==> config.mk <==
export PLATFORM = sky130hd
export DESIGN_NAME = htc_front
export DESIGN_NICKNAME = d
export VERILOG_FILES = /design/src/hdl/assert_macros.svh /design/src/hdl/htc_pkg.sv /design/src/hdl/htc_front.sv
export SDC_FILE = /design/constraint.sdc
export NUM_CORES = 1
export LEC_CHECK = 0
export BUFFER_PORTS_ARGS = -buffer_cell sky130_fd_sc_hd__buf_2
export CORE_AREA = 2 2 313 315
export CTS_BUF_LIST = sky130_fd_sc_hd__clkbuf_4 sky130_fd_sc_hd__clkbuf_8
export CTS_CLUSTER_SIZE = 12
export DETAILED_ROUTE_END_ITERATION = 12
export DIE_AREA = 0 0 315 317
export PLACE_DENSITY_LB_ADDON = 0.05
export SLEW_MARGIN = 20
export SYNTH_ARGS = -nofsm -noshare
export SYNTH_HDL_FRONTEND = slang
export SYNTH_SLANG_ARGS = --single-unit
==> constraint.sdc <==
create_clock -name clk -period 9.5 [get_ports clk]
set_input_delay 1.9 -clock clk [delete_from_list [all_inputs] [get_ports clk]]
set_output_delay 1.9 -clock clk [all_outputs]
set_load 0.005 [all_outputs]
==> src/hdl/assert_macros.svh <==
// Shared assertion macros, sampled on clk and disabled during rst.
`ifndef ASSERT_MACROS_SVH
`define ASSERT_MACROS_SVH

// Property must hold at every clock edge out of reset.
`define ASSERT_CLK(lbl, prop) \
  lbl: assert property (@(posedge clk) disable iff (rst) prop) \
    else $error("assertion failed");

// Condition must never be true out of reset.
`define ASSERT_NEVER(lbl, cond) \
  lbl: assert property (@(posedge clk) disable iff (rst) !(cond)) \
    else $error("forbidden condition seen");

`endif

==> src/hdl/htc_pkg.sv <==
// ---------------------------------------------------------------------------
// htc_pkg
// Types, constants and helpers of the homogeneous triangle clipper.
// ---------------------------------------------------------------------------
`timescale 1ns / 1ps
`default_nettype none
package htc_pkg;

  localparam int MAX_POLY_VERTS = 10;
  localparam int IDX_W = $clog2(MAX_POLY_VERTS);
  localparam int CNT_W = $clog2(MAX_POLY_VERTS + 1);
  localparam int CFG_IDX_W = 2;
  localparam int LIMIT_W = 31;
  localparam int Q_DEPTH = 2;
  localparam int Q_CNT_W = $clog2(Q_DEPTH + 1);
  localparam logic [16:0] ONE_Q16 = 17'd65536;

  localparam logic [CFG_IDX_W-1:0] REG_NEAR = 2'd0;
  localparam logic [CFG_IDX_W-1:0] REG_FAR  = 2'd1;
  localparam logic [LIMIT_W-1:0] NEAR_RESET = 31'd6554;
  localparam logic [LIMIT_W-1:0] FAR_RESET  = 31'd6553600;

  localparam logic [2:0] PL_XP = 3'd0;
  localparam logic [2:0] PL_XN = 3'd1;
  localparam logic [2:0] PL_YP = 3'd2;
  localparam logic [2:0] PL_YN = 3'd3;
  localparam logic [2:0] PL_ZP = 3'd4;
  localparam logic [2:0] PL_ZN = 3'd5;
  localparam logic [2:0] PL_WE = 3'd6;

  localparam logic [2:0] FD_X  = 3'd0;
  localparam logic [2:0] FD_Y  = 3'd1;
  localparam logic [2:0] FD_Z  = 3'd2;
  localparam logic [2:0] FD_W  = 3'd3;
  localparam logic [2:0] FD_WB = 3'd4;
  localparam logic [2:0] FD_WC = 3'd5;

  typedef struct packed {
    logic signed [31:0] ax, ay, az, aw;
    logic signed [31:0] bx, by, bz, bw;
    logic signed [31:0] cx, cy, cz, cw;
  } tri_t;

  typedef struct packed {
    logic signed [31:0] out_x, out_y, out_z, out_w;
    logic [16:0]        weight_b, weight_c;
    logic               last_vertex;
  } vtx_t;

  typedef struct packed {
    logic signed [31:0] x, y, z, w;
    logic [16:0]        wb, wc;
  } pvert_t;

  typedef struct packed {
    tri_t tri_d;
    logic pass;
  } qitem_t;

  function automatic logic signed [32:0] sx33(input logic signed [31:0] v);
    sx33 = {v[31], v};
  endfunction

  function automatic logic signed [32:0] plane_dist(input pvert_t v, input logic [2:0] p);
    logic signed [32:0] w;
    w = sx33(v.w);
    unique case (p)
      PL_XP:   plane_dist = w - sx33(v.x);
      PL_XN:   plane_dist = w + sx33(v.x);
      PL_YP:   plane_dist = w - sx33(v.y);
      PL_YN:   plane_dist = w + sx33(v.y);
      PL_ZP:   plane_dist = w - sx33(v.z);
      PL_ZN:   plane_dist = w + sx33(v.z);
      default: plane_dist = w - 33'sd1;
    endcase
  endfunction

  function automatic logic signed [32:0] field_get(input pvert_t v, input logic [2:0] f);
    unique case (f)
      FD_X:    field_get = sx33(v.x);
      FD_Y:    field_get = sx33(v.y);
      FD_Z:    field_get = sx33(v.z);
      FD_W:    field_get = sx33(v.w);
      FD_WB:   field_get = {16'd0, v.wb};
      default: field_get = {16'd0, v.wc};
    endcase
  endfunction

endpackage
`default_nettype wire

==> src/hdl/htc_front.sv <==
// ---------------------------------------------------------------------------
// htc_front
// Limit registers, trivial accept / reject classification and queue push.
// ---------------------------------------------------------------------------
`timescale 1ns / 1ps
`default_nettype none
module htc_front (
  input  wire logic                          clk,
  input  wire logic                          rst,
  input  wire logic                          tri_valid,
  output logic                               tri_stall,
  input  wire htc_pkg::tri_t                 tri_data,
  input  wire logic                          cfg_valid,
  output logic                               cfg_ready,
  input  wire logic [htc_pkg::CFG_IDX_W-1:0] cfg_index,
  input  wire logic [htc_pkg::LIMIT_W-1:0]   cfg_data,
  input  wire logic                          q_full,
  output logic                               q_push,
  output htc_pkg::qitem_t                    q_item
);
  import htc_pkg::*;

  logic [LIMIT_W-1:0] near_limit, far_limit;
  logic signed [32:0] nr, fr;
  logic signed [32:0] c [3][3];
  logic signed [32:0] w [3];
  logic [2:0] ins;
  logic [7:0] rej;

  assign cfg_ready = 1'b1;

  always_ff @(posedge clk) begin
    if (rst) begin
      near_limit <= NEAR_RESET;
      far_limit  <= FAR_RESET;
    end else if (cfg_valid) begin
      if (cfg_index == REG_NEAR) near_limit <= cfg_data;
      else if (cfg_index == REG_FAR) far_limit <= cfg_data;
    end
  end

  assign nr = {2'b00, near_limit};
  assign fr = {2'b00, far_limit};

  always_comb begin
    c[0][0] = sx33(tri_data.ax); c[0][1] = sx33(tri_data.ay);
    c[0][2] = sx33(tri_data.az); w[0]    = sx33(tri_data.aw);
    c[1][0] = sx33(tri_data.bx); c[1][1] = sx33(tri_data.by);
    c[1][2] = sx33(tri_data.bz); w[1]    = sx33(tri_data.bw);
    c[2][0] = sx33(tri_data.cx); c[2][1] = sx33(tri_data.cy);
    c[2][2] = sx33(tri_data.cz); w[2]    = sx33(tri_data.cw);
    rej = 8'hFF;
    for (int i = 0; i < 3; i++) begin
      ins[i] = (w[i] <= fr) && (w[i] >= nr);
      if (!(w[i] < nr)) rej[0] = 1'b0;
      if (!(w[i] > fr)) rej[1] = 1'b0;
      for (int k = 0; k < 3; k++) begin
        if (c[i][k] > w[i] || c[i][k] < -w[i]) ins[i] = 1'b0;
        if (!(c[i][k] > w[i]))  rej[2 + 2*k] = 1'b0;
        if (!(c[i][k] < -w[i])) rej[3 + 2*k] = 1'b0;
      end
    end
  end

  assign tri_stall    = q_full;
  assign q_item.tri_d = tri_data;
  assign q_item.pass  = &ins;
  assign q_push       = tri_valid && !q_full && ((&ins) || !(|rej));

endmodule
`default_nettype wire

==> flow_summary.toml, run 1 <==
[placement]
place_congestion = 0.854
placedCellCount = 4760
port_buffers = 808
dp_slack_ns = 0.260
dp_hpwl_um = 104000

[timing]
skew_ns = 0
holdWs_ns = 0.455
fin_ws_ns = 0.483
max_clock_freq_mhz = 111
slew_viol_final = 0
worst_slew_pin_slew_ns = 1.06
max-slew-margin-rel_pct = 27.6
post-route-period-util_pct = 94.9
rsz0062_at_grt = "yes"
finalSetupTns_ns = 0
setup_viol = 0
hold_violations = 0
layout_min_cycle_time_ns = 9.02

[floorplanning]
num_rows = 114
die_w_um = 315
start_util_pct = 24.9
coreArea_um2 = 96300
num_io_pins = 810
die-area_um2 = 99900
fp.dieH_um = 317

[synth]
avgSynthCellArea_um2 = 7.83
synth_area_um2 = 24000
yosys-top-cells-count = "ha_1, buf_4, nand2_1"
postSynth.asyncResetShare_pct = 0
synth-xor-area-share_pct = 3.11
synth_cell_types = 88
yosysTopAreaCell = "ha_1"
yosys.area_share.simple_pct = 17.5
synth.most_common_cell = "ha_1"
synth_warnings = 0
netlist_top_cells_area = "ha_1, buf_4, a21oi_1, dfxtp_1, nand2_1"
synth_mux_area_share_pct = 0.208
synth_compound_area_share_pct = 19.2
synth-seq-cells = 62
synthAdderAreaFrac_pct = 39.3
synth_edf_count = 0
synth_cells = 3068
synth_top_area_share_pct = 39.2
yosysSeqAreaShare_pct = 5.17
synth_top_family_by_area = "adder cells"
syn-num-nets = 4243
synth_flop_cell = "dfxtp_1"

[clock_tree]
cts_root_buffer = "clkbuf_8"
cts_tree = "yes"
cts_max_path_buffers = 2
clock_latency_ns = 0.37
htreeDepth = 3
numCtsBuffers = 9
postCtsSetupRepairBufs = 0
clock-sinks = 62
clkTransAtPathRegs_ns = 0.07

[drt]
drt_first_iter_violations = 1066
num_vias = 23605
vias_per_cell = 4.94
wl_per_cell_um = 24.3
ant_nets = 0
wl_um = 116000
drcViolationCount = 0
firstDrtPassIters = 5

[worst_setup_path]
rrSetupSlack_ns = 8.44
worstPathCellList = "buf_2 -> inv_1 -> ha_1 -> nor4b_4 -> nand4_2 -> or4_1 -> nor4_1 -> buf_4 -> and3_1 -> xnor2_1 -> ha_1 -> a21oi_1 -> o21ai_0 -> a21oi_1 -> nor2b_1 -> o21ai_0 -> a31oi_1 -> or3_1 -> or4_1 -> nand4_1 -> nand2_1 -> buf_2"
critPathKind = "primary input to primary output"
crit_buf_inv = 4
endpoint_kind = "primary output"
cp.arrival_ns = 7.12
crit_path_top_delay_cell = "or4_1"
r2r-end = "near_limit[7]"
critPathMaxFanout = 7
r2r_cells = 3
slowest_delay_ns = 0.56
worstPathRequired_ns = 7.60
crit_family = "simple AND/OR/NAND/NOR gates"
worstReg2RegStart = "near_limit[7]"
cp-start-kind = "primary input"

[cells_and_area]
nets = 4670
drive_above_1_share_pct = 25.1
layout.cells.non_filler = 4780
area_growth_pct = 12.6

[grt]
grt_pass1_wl_um = 161000
gr-total-overflow = 0
antenna_found_initial = 19
grt_use_total_pct = 22.2
grt_max_degree = 63
grt_pass1_vias = 23375

[run_status]
status = "finished, final reports clean"

[min_path]
hold_path_depth = 2
min-delay-start = "near_limit[21]"
hold_path_end = "near_limit[21]"
hold_path_class = "flop to flop"

[run]
drv_cap = 0

[power_and_ir_drop]
fin_total_pwr_uw = 1730
peakVddDrop_v = 0.0000567
p_per_area_nw_per_um2 = 64.1
leakage_uw = 0.0135
## cells in the final DEF, fill, tap and decap left out, types with 19 or more instances in the layout
master / instances
nand3_1: 75
xnor2_1: 76
nand4_1: 113
o21a_1: 19
a211oi_1: 39
buf_2: 808
o21ai_0: 122
and3_1: 21
nor4_1: 38
inv_1: 205
nor3_1: 64
nand2_1: 269
nor2b_1: 23
o211ai_1: 22
a21oi_1: 263
a21o_1: 89
a211o_1: 24
dfxtp_1: 62
ha_1: 753
nor2_1: 136
## power breakdown
part | internal (uW) | total (uW) | switching, uW
registers | 269 | 273 | 4.40
clock network | 124 | 257 | 133
logic | 470 | 1200 | 732
total | 863 | 1730 | 869
## worst reg2reg max path, stage by stage, from the launching register on
cell	delay, ns
dfxtp_1	0.31
inv_1	0.28
nor2_1	0.09
a211o_1	0.28
## what timing repair did
action                     4_1_cts  5_1_grt
resized for setup                0        2
setup endpoints to repair        0        2
hold buffers                     0        0
## logic make-up (layout without fill, tap and decap cells)
logic type,after synthesis,in the layout
muxes,5,5
adders and majority gates,754,754
AOI/OAI and AO/OA,721,721
other,1,5
buffers and inverters,613,1045
xor gates and xnor gates,81,81
DFF,62,62
and+or+nand+nor,831,831
## worst max path at each step
stage,start,end,slack [ns],cells after the start
after floorplan,tri_data[129],q_push,1.72,19
after global placement,tri_data[11],q_item[0],0.34,18
after detailed placement,tri_data[11],q_item[0],0.26,18
after CTS,tri_data[11],q_item[0],0.24,18
after global routing,tri_data[11],q_item[0],-0.01,19
final,tri_data[128],q_push,0.48,22
## stage by stage
step	util, %	cell area, um^2
finish	28.1	27000
global route	28.1	27000
CTS	28.1	27000
detailed placement	27.8	26800
global placement	27.8	26800
floorplan	-	24000
## flip-flops by register name, indices dropped and copies added (netlist names)
name	count
far_limit	31
near_limit	31
## routing by layer
| layer | global-route usage, % | routed length [um] | up-vias |
|---|---|---|---|
| li1 | - | - | 11897 |
| met1 | 28.3 | 52200 | 11006 |
| met2 | 40.8 | 58100 | 602 |
| met3 | 2.11 | 4000 | 76 |
| met4 | 3.45 | 1560 | 24 |
| met5 | 0 | 169 | - |
## final cells by class
type / instances / area (um^2)
clock buffer: 9 / 124
fill: 10747 / 69200
sequential: 62 / 1240
timing repair buffer: 824 / 4160
multi-input combinational: 2393 / 19100
antenna: 4 / 10.0
inverter: 205 / 769
clock inverter: 7 / 81.3
tap: 1276 / 1600
Power figures use the tool's default switching activity.
==> run 2: changes to the inputs <==
--- a/config.mk
+++ b/config.mk
@@ -12,6 +12,7 @@
 export DETAILED_ROUTE_END_ITERATION = 12
 export DIE_AREA = 0 0 315 317
 export PLACE_DENSITY_LB_ADDON = 0.05
+export SETUP_SLACK_MARGIN = 0.5
 export SLEW_MARGIN = 20
 export SYNTH_ARGS = -nofsm -noshare
 export SYNTH_HDL_FRONTEND = slang
==> run 2 against run 1 <==
Against the previous run: routed wire length is essentially flat; critical path depth unchanged; design area increased by 0.28%; register-to-register slack improved by 0.02 ns; clock skew is the same; hold slack about the same; maximum frequency grew 3.4%; worst setup slack better by 0.29 ns; clock power hardly changed; sequential cell count unchanged; clock-buffer cell count stayed put; first-iteration DRC count is 1.9% higher; critical path type unchanged; critical endpoint unchanged; highest routed layer unchanged.
==> flow_summary.toml, run 2 (synthesized netlist as in run 1, its figures left out) <==
[min_path]
hold_path_depth = 2
min-delay-start = "near_limit[21]"
hold_path_end = "near_limit[21]"
hold_path_class = "flop to flop"

[timing]
skew_ns = 0
holdWs_ns = 0.455
layout_min_cycle_time_ns = 8.72
slew_viol_final = 0
worst_slew_pin_slew_ns = 1.05
max_clock_freq_mhz = 115
fin_ws_ns = 0.776
hold_violations = 0
setup_viol = 0
rsz0062_at_grt = "yes"
post-route-period-util_pct = 91.8
max-slew-margin-rel_pct = 28.1
finalSetupTns_ns = 0

[drt]
wl_um = 116000
drt_first_iter_violations = 1086
vias_per_cell = 4.95
drcViolationCount = 0
wl_per_cell_um = 24.2
ant_nets = 0
firstDrtPassIters = 7
num_vias = 23696

[placement]
place_area_um2 = 26800
dp_slack_ns = 0.260
place_congestion = 0.854
dp_hpwl_um = 104000
port_buffers = 808

[clock_tree]
cts_root_buffer = "clkbuf_8"
htreeDepth = 3
numCtsBuffers = 9
cts_max_path_buffers = 2
clkTransAtPathRegs_ns = 0.07
clock_latency_ns = 0.37
cts_tree = "yes"
clock-sinks = 62

[worst_setup_path]
r2r_cells = 3
worstPathRequired_ns = 7.60
rrSetupSlack_ns = 8.46
r2r-end = "near_limit[7]"
endpoint_kind = "primary output"
worstReg2RegStart = "near_limit[7]"
critPathMaxFanout = 6
critPathKind = "primary input to primary output"
cp.arrival_ns = 6.82
cp-start-kind = "primary input"

[power_and_ir_drop]
p_per_area_nw_per_um2 = 64.0
combinationalPowerShare_pct = 69.5
p_clk_share_pct = 14.8
leakage_uw = 0.0135
power.internal_uw = 866
p_seq_share_pct = 15.8
peakVddDrop_v = 0.0000566
swShare_pct = 50.1
p_sw_uw = 870

[grt]
gr-total-overflow = 0
grt_pass1_vias = 23420
grt_pass1_wl_um = 161000
grt_max_degree = 63
grt_use_total_pct = 22.2
antenna_found_initial = 19

[floorplanning]
start_util_pct = 24.9
die_w_um = 315
die-area_um2 = 99900
num_rows = 114
num_io_pins = 810
coreArea_um2 = 96300
fp.dieH_um = 317

[cells_and_area]
reg_top3 = "far_limit x31, near_limit x31"
final_cell_mix = "buf_2, ha_1, nand2_1"
finalInstanceArea_um2 = 27100
drive_above_1_share_pct = 25.4
nets = 4674
area_growth_pct = 12.9
mostFrequentLayoutCell = "buf_2"

[run_status]
status = "finished, final reports clean"

[run]
drv_cap = 0
==> run 2: routing by layer <==
| layer | routed length [um] | GRT usage [%] | up-vias |
|---|---|---|---|
| li1 | - | - | 11907 |
| met4 | 1750 | 3.59 | 24 |
| met2 | 58000 | 40.7 | 615 |
| met3 | 4170 | 2.11 | 84 |
| met5 | 169 | 0 | - |
| met1 | 51900 | 28.3 | 11066 |
==> run 2: timing repair <==
item | 4_1_cts | 5_1_grt
hold buffers | 0 | 0
buffers inserted | 3 | 1
setup endpoints to repair | 2 | 2
resized for setup | 3 | 8
pin swaps | 1 | 1
==> run 2: how the worst max path moves through the flow <==
stage / startpoint / to / slack (ns) / depth (start not counted)
floorplan: tri_data[129] / q_push / 1.72 / 19
global placement: tri_data[11] / q_item[0] / 0.34 / 18
detailed placement: tri_data[11] / q_item[0] / 0.26 / 18
CTS: tri_data[11] / q_item[0] / 0.51 / 19
global route: tri_data[11] / q_item[0] / 0.44 / 20
finish: tri_data[129] / q_push / 0.78 / 22
==> run 2: power groups by stage <==
| stage | logic (uW) | registers, uW | clock network (uW) |
|---|---|---|---|
| 2_1_floorplan | 742 | 278 | 0 |
| 3_3_place_gp | 1230 | 279 | 0 |
| 3_5_place_dp | 1210 | 280 | 0 |
| 4_1_cts | 1220 | 273 | 269 |
| 5_1_grt | 1370 | 275 | 278 |
| 6_report | 1210 | 273 | 256 |
==> run 2: metrics by stage <==
| stage | utilization (%) | std cells | power [uW] |
|---|---|---|---|
| 4_1_cts | 28.1 | 4779 | 1760 |
| 5_1_grt | 28.2 | 4783 | 1920 |
| 2_1_floorplan | - | 3068 | 1020 |
| 3_5_place_dp | 27.8 | 4760 | 1490 |
| 3_3_place_gp | 27.8 | 4760 | 1510 |
| 6_report | 28.2 | 4784 | 1740 |
==> run 2: area by class of cell <==
class	instances	area [um^2]
Fill cell	10738	69200
Multi-Input combinational cell	2393	19100
Timing Repair Buffer	828	4190
Tap cell	1276	1600
Sequential cell	62	1240
Inverter	205	773
Clock buffer	9	124
Clock inverter	7	81.3
Antenna cell	4	10.0
==> run 2: critical path, stage by stage <==
cell     delay (ns)
buf_2          0.18
inv_1          0.17
ha_1           0.24
nor4b_4        0.32
nand4_2        0.22
or4_4          0.51
nor4_2         0.19
buf_4          0.20
and3_1         0.22
xnor2_1        0.21
ha_1           0.33
a21oi_1        0.14
o21ai_0        0.15
a21oi_1        0.18
nor2b_1        0.06
o21ai_0        0.17
a31oi_1        0.15
or3_4          0.43
or4_1          0.52
nand4_1        0.10
nand2_1        0.06
buf_2          0.16
